`src/sv/dpw_pkg.sv`:
```
// ----------------------------------------------------------------------------
// dpw_pkg: shared types and constants for the depth pixel to world point block
// Register map, configuration layout and the datapath widths of the pipeline.
// ----------------------------------------------------------------------------
package dpw_pkg;

	// pixel index width; column and row ports carry this many bits
	localparam int PIX_W     = 12;
	localparam int RAW_W     = 16;
	localparam int UNIT_W    = 24;
	localparam int IF_W      = 24;
	localparam int PP_W      = 16;
	localparam int COEF_W    = 16;
	localparam int OUT_W     = 26;
	localparam int CFG_IDX_W = 4;
	localparam int CFG_DAT_W = 64;

	// raw count times metres per count, Q.24
	localparam int DQ24_W = RAW_W + UNIT_W;
	// kept depth in Q.16, at most depth_max plus a tenth of a metre
	localparam int DQ16_W = UNIT_W + 1;
	// pixel offset from the principal point, Q.4, signed
	localparam int DU_W   = ((PIX_W + 4 > PP_W) ? PIX_W + 4 : PP_W) + 1;
	localparam int RP_W   = DU_W + IF_W + 1;
	localparam int RAY_W  = RP_W - 12;
	localparam int PY_W   = RAY_W + DQ16_W + 1;
	localparam int S_W    = PY_W - 16 + 1;
	localparam int P_W    = COEF_W + S_W;
	localparam int A_W    = P_W + 2;

	// one tenth of a metre in Q.16, rounded to nearest
	localparam int TENTH_Q16 = 6554;
	localparam int OUT_MAX   = 33554431;
	localparam int OUT_MIN   = -33554432;

	typedef enum logic [CFG_IDX_W-1:0] {
		REG_DEPTH_UNIT      = 4'd0,
		REG_DEPTH_MIN       = 4'd1,
		REG_DEPTH_MAX       = 4'd2,
		REG_PRINCIPAL_POINT = 4'd3,
		REG_INVERSE_FOCAL   = 4'd4,
		REG_ROW_X           = 4'd5,
		REG_ROW_Y           = 4'd6,
		REG_ROW_Z           = 4'd7
	} reg_idx_t;

	// one transform row, packed as in the register
	typedef struct packed {
		logic signed [COEF_W-1:0] t;
		logic signed [COEF_W-1:0] r2;
		logic signed [COEF_W-1:0] r1;
		logic signed [COEF_W-1:0] r0;
	} row_t;

	typedef struct packed {
		logic [PP_W-1:0] cy;
		logic [PP_W-1:0] cx;
	} pp_t;

	typedef struct packed {
		logic [IF_W-1:0] ify;
		logic [IF_W-1:0] ifx;
	} ifocal_t;

	typedef struct packed {
		logic [UNIT_W-1:0] depth_unit;
		logic [UNIT_W-1:0] depth_min;
		logic [UNIT_W-1:0] depth_max;
		pp_t               pp;
		ifocal_t           ifocal;
		row_t [2:0]        rows;
	} cfg_t;

	localparam logic [UNIT_W-1:0] RST_DEPTH_UNIT = 24'd16777;
	localparam logic [UNIT_W-1:0] RST_DEPTH_MIN  = 24'd0;
	localparam logic [UNIT_W-1:0] RST_DEPTH_MAX  = 24'd327680;
	localparam logic [31:0]       RST_PP         = 32'h0F00_0000;
	localparam logic [47:0]       RST_IFOCAL     = 48'd0;
	localparam logic [63:0]       RST_ROW_X      = 64'h0000_0000_0000_4000;
	localparam logic [63:0]       RST_ROW_Y      = 64'h0000_0000_4000_0000;
	localparam logic [63:0]       RST_ROW_Z      = 64'h0000_4000_0000_0000;

endpackage

```
`src/sv/dpw_regs.sv`:
```
// ----------------------------------------------------------------------------
// dpw_regs: configuration register file
// Decodes register writes and holds the camera intrinsics, depth limits and
// the combined sensor to world transform.
// ----------------------------------------------------------------------------
module dpw_regs import dpw_pkg::*; (
	input  logic                 clk,
	input  logic                 arst_n,
	input  logic                 cfg_valid,
	output logic                 cfg_ready,
	input  logic [CFG_IDX_W-1:0] cfg_index,
	input  logic [CFG_DAT_W-1:0] cfg_data,
	output cfg_t                 cfg
);

	cfg_t cfg_q;

	// writes never wait
	assign cfg_ready = 1'b1;
	assign cfg      = cfg_q;

	// decode the index; drop writes beyond the register list
	always_ff @(posedge clk or negedge arst_n) begin
		if (!arst_n) begin
			cfg_q.depth_unit <= RST_DEPTH_UNIT;
			cfg_q.depth_min  <= RST_DEPTH_MIN;
			cfg_q.depth_max  <= RST_DEPTH_MAX;
			cfg_q.pp         <= RST_PP;
			cfg_q.ifocal     <= RST_IFOCAL;
			cfg_q.rows[0]    <= RST_ROW_X;
			cfg_q.rows[1]    <= RST_ROW_Y;
			cfg_q.rows[2]    <= RST_ROW_Z;
		end else if (cfg_valid) begin
			unique case (cfg_index)
				REG_DEPTH_UNIT:      cfg_q.depth_unit <= cfg_data[UNIT_W-1:0];
				REG_DEPTH_MIN:       cfg_q.depth_min  <= cfg_data[UNIT_W-1:0];
				REG_DEPTH_MAX:       cfg_q.depth_max  <= cfg_data[UNIT_W-1:0];
				REG_PRINCIPAL_POINT: cfg_q.pp         <= cfg_data[31:0];
				REG_INVERSE_FOCAL:   cfg_q.ifocal     <= cfg_data[47:0];
				REG_ROW_X:           cfg_q.rows[0]    <= cfg_data;
				REG_ROW_Y:           cfg_q.rows[1]    <= cfg_data;
				REG_ROW_Z:           cfg_q.rows[2]    <= cfg_data;
				default: begin
				end
			endcase
		end
	end

endmodule

```
`config.mk`:
```
export PLATFORM = sky130hd
export DESIGN_NAME = dpw_regs
export DESIGN_NICKNAME = d
export VERILOG_FILES = /design/src/sv/dpw_pkg.sv /design/src/sv/dpw_regs.sv
export SDC_FILE = /design/constraint.sdc
export NUM_CORES = 1
export LEC_CHECK = 0
export BUFFER_PORTS_ARGS = -buffer_cell sky130_fd_sc_hd__clkbuf_2
export CAP_MARGIN = 0
export CORE_AREA = 2 2 170 172
export CTS_CLUSTER_DIAMETER = 60
export CTS_CLUSTER_SIZE = 25
export DETAILED_ROUTE_END_ITERATION = 8
export DIE_AREA = 0 0 172 174
export MAX_ROUTING_LAYER = met4
export PLACE_DENSITY = 0.81
export SLEW_MARGIN = 10
export SYNTH_ARGS = -nofsm -noshare
export SYNTH_HDL_FRONTEND = slang
export SYNTH_SLANG_ARGS = --single-unit
```
`constraint.sdc`:
```
create_clock -name clk -period 0.8 [get_ports clk]
set_clock_uncertainty 0.05 [all_clocks]
set_input_delay 0.16 -clock clk [delete_from_list [all_inputs] [get_ports clk]]
set_output_delay 0.16 -clock clk [all_outputs]
set_load 0.01 [all_outputs]
```
Word-level counts from Yosys, hierarchy flattened
Index checks and enable logic that the tools add are counted.
Widths: inputs -> output; s select.
Storage, ports and cells
  bits in registers: 344
  output and inout bits: 345
  word-level logic and storage cells: 35
Operators by class
  equality and inequality tests: 7
  reductions and logical operators: 9
Operators by type and width (number)
  $eq 4x3->1 const B: 4
  $reduce_and 2->1: 8
  $eq 4x2->1 const B: 2
  $eq 4x1->1 const B: 1
  $logic_not 4->1: 1

Longest topological paths before layout
  word-level depth: 2
  gate-level depth with buffers: 5

Least setup slack after synthesis
No wires, ideal clock.
  path kind: input-to-reg
  start point: input cfg_index[0]
  end point: register cfg_q, in the netlist cfg[0]
  setup time: 125 ps
  arrival time: 1279 ps
  data required time: 625 ps
  path slack: -654 ps
  stages on the path: 5
  buffers on the path: 3
  path through: clkbuf_1 > nor3b_1 > buf_2 > buf_2 > mux2_2
Between the ends
  word-level cells in the longest chain between the ends: 2
Ends and longest elaborated chain
  start, declared: RTL line dpw_regs.sv:11  | input logic [CFG_IDX_W-1:0] cfg_index,
  $eq 4x3->1: RTL line dpw_regs.sv:34  | unique case (cfg_index)
  $reduce_and 2->1 (no line)
  end, declared: RTL line dpw_regs.sv:16  | cfg_t cfg_q;
Every way passes these cells.
A chain may end at the register's enable or synchronous reset.

Final worst setup path
  start point: register cfg_q, in the netlist cfg[164]
  end point: output cfg[164] (netlist name)
RTL lines
  end, declared: RTL line dpw_regs.sv:13  | output cfg_t cfg
No word-level cell between the ends.

==> metrics <==
status complete, but fails checks; failing checks negative hold slack, negative setup slack; RSZ-0062 raised after global routing true; post-synth cell types 19; synthesized flop and latch total 344; Worst Hold Depth 2; hold_ws -0.04879 ns; Largest register FFs 344; FF+latch area 0.008627 sq mm; final setup margin -0.7147 ns; Core Area 0.02824 sq mm; Ports 416; Net Sw Power 19.38 mW; CTS HTree Levels 1; starting density of the core 0.4539; CP Max Fanout 2; Largest stage delay, worst path 0.52 ns; CTS tree yes; most common cell after layout, fill and taps aside dfrtp_1; top cell type's share of synthesized area 0.6443; Via Count 10490; leading cell types in the layout, fill and taps excluded dfrtp_1, clkbuf_2, buf_4; Placer Congestion 0.8018; WP data required 0.59 ns; sequential power share 0.407; biggest area consumer among synthesized cells dfrtp_1; CP bufs+invs 1; Max Fclk 660.2 MHz; Synth Net Count 809; Die Area 0.02993 sq mm; Synth area leaders dfrtp_1, mux2_2, dfstp_2; dpl cells 1571; Reg-to-Reg Start cfg[164]; fin crit share 1.893; sequential cell area fraction in the yosys report 0.6730; R2R setup slack -0.44 ns; cell area power density 2739 mW/mm^2; launch point of the worst hold path cfg_data[2]; number of global-route vias before repair 10780; Core Rows 62; Worst VDD drop 2.936 mV; P_leak 11.23 nW; Initial DRC Count 751; DRC 0; crit-path cells clkbuf_2; PortBufs 414; Pre-antenna DRT Iters 5; fin. max-slew vios 0; Hold WC Path Type in2reg; Data arrival, critical path 1.30 ns; critical path endpoint category output port; crit path kind reg2out; critical path launch point type flip-flop; Die H 174 um; Layout Nets 1634; cells after synthesis 738; Mean Syn Cell Area 17.37 sq um; worst r2r dst cfg[164]; chip width 172 um; CTS Buf Count 26; Comb power frac 0.355; Fin. Hold Viols 13; crit-path leading delay family flip-flops; post-route setup TNS -286.20 ns; layout cells sized above 1 0.7505; Internal 41.26 mW; GRT Total Usage 0.3109; switch share 0.3196; ANT nets after route 0; R2R depth 3; multi-input logic area 0.004962 sq mm; Final Non-Filler Cells 1969; cts hold-fix bufs 61; filler instances 1436; min Tclk post-route 1.515 ns; Min-Delay Endpoint cfg[274]; DR vias/cell 5.328; Mapped Area 0.01282 sq mm; Setup WS pre-CTS -0.8148 ns; CP startpoint cfg[164]; total wire length 52.54 mm; MaxCap Viol Count 0; detailed placement HPWL 24.51 mm; Clock Tree Root clkbuf_16; routed len/inst 26.69 um; clk sinks 344; Clock Tree Buf Depth 3; GRT overflow 0; initial antenna violation count 2; Ys Warns 0; worst skew pair latency 0.56 ns; largest net degree at the start of global routing 31; global-route wire length before repair 67.95 mm; Area Overhead vs Synth 72.74%; clock slew at reported path FFs 0.10 ns; clock share of power 0.238; final setup vio count 688; slowest cell on the critical path dfrtp_1
[cell families after synthesis]
group                  count (synthesis)  synth area share
multiplexers                         344            0.3023
flip-flops                           344            0.6730
buffers and inverters                 37           0.01718
AND/OR/NAND/NOR                       12          0.007225
other                                  1         0.0002926
[area by class of cell]
cell class,count,share of cell area
flip-flops and latches,344,0.3897
repair buffers,834,0.3220
multi-input cells,357,0.2241
clock buffers,27,0.02956
well taps,384,0.02170
clock inverters,21,0.01272
diodes,2,0.0002261
[cells in the mapped netlist]
cell,instances
mux2_1,21
buf_6,3
dfstp_2,14
buf_2,25
buf_4,7
nand3b_1,2
and3_1,1
or3_1,1
clkbuf_1,1
mux2_2,323
nor3b_1,2
nand3b_4,1
conb_1,1
dfrtp_1,330
nor2_2,1
nor2_1,1
clkbuf_2,1
nor3b_2,1
nand2_1,2
[power by group through the flow]
stage	logic (mW)	registers, mW	clock network, mW
global placement	12.3	24.0	0
floorplan	4.31	25.8	0
global route	22.5	25.0	15.2
finish	21.6	24.7	14.4
CTS	16.1	23.8	14.2
detailed placement	12.6	24.1	0
[worst max path at each step]
stage | endpoint | slack [ns] | depth (start not counted)
floorplan | cfg[219] | -0.61 | 5
global placement | cfg[271] | -0.79 | 6
detailed placement | cfg[271] | -0.81 | 6
CTS | cfg[265] | -0.67 | 1
global route | cfg[164] | -0.74 | 1
finish | cfg[164] | -0.71 | 1
[per-layer routing]
layer / track usage / wire [um]
met1: 0.3748 / 19410
met2: 0.5047 / 25760
met3: 0.07218 / 4239
met4: 0.1268 / 3138
met5: - / 0
[timing repair]
| item | 4_1_cts | 5_1_grt |
|---|---|---|
| endpoints found under the hold margin | 686 | 11 |
| cloned | 19 | 1 |
| pin swaps | 5 | 6 |
| setup buffers | 146 | 162 |
| gates resized for setup | 212 | 401 |
| endpoints found under the setup margin | 670 | 688 |
[through the flow]
stage	utilization	area (sq um)	total power [mW]
finish	0.7840	22140	60.64
global route	0.7840	22140	62.65
CTS	0.7254	20480	54.10
detailed placement	0.5801	16380	36.73
global placement	0.5801	16380	36.25
floorplan	-	13420	30.09
Note: power is estimated with default switching activity, not from simulation.
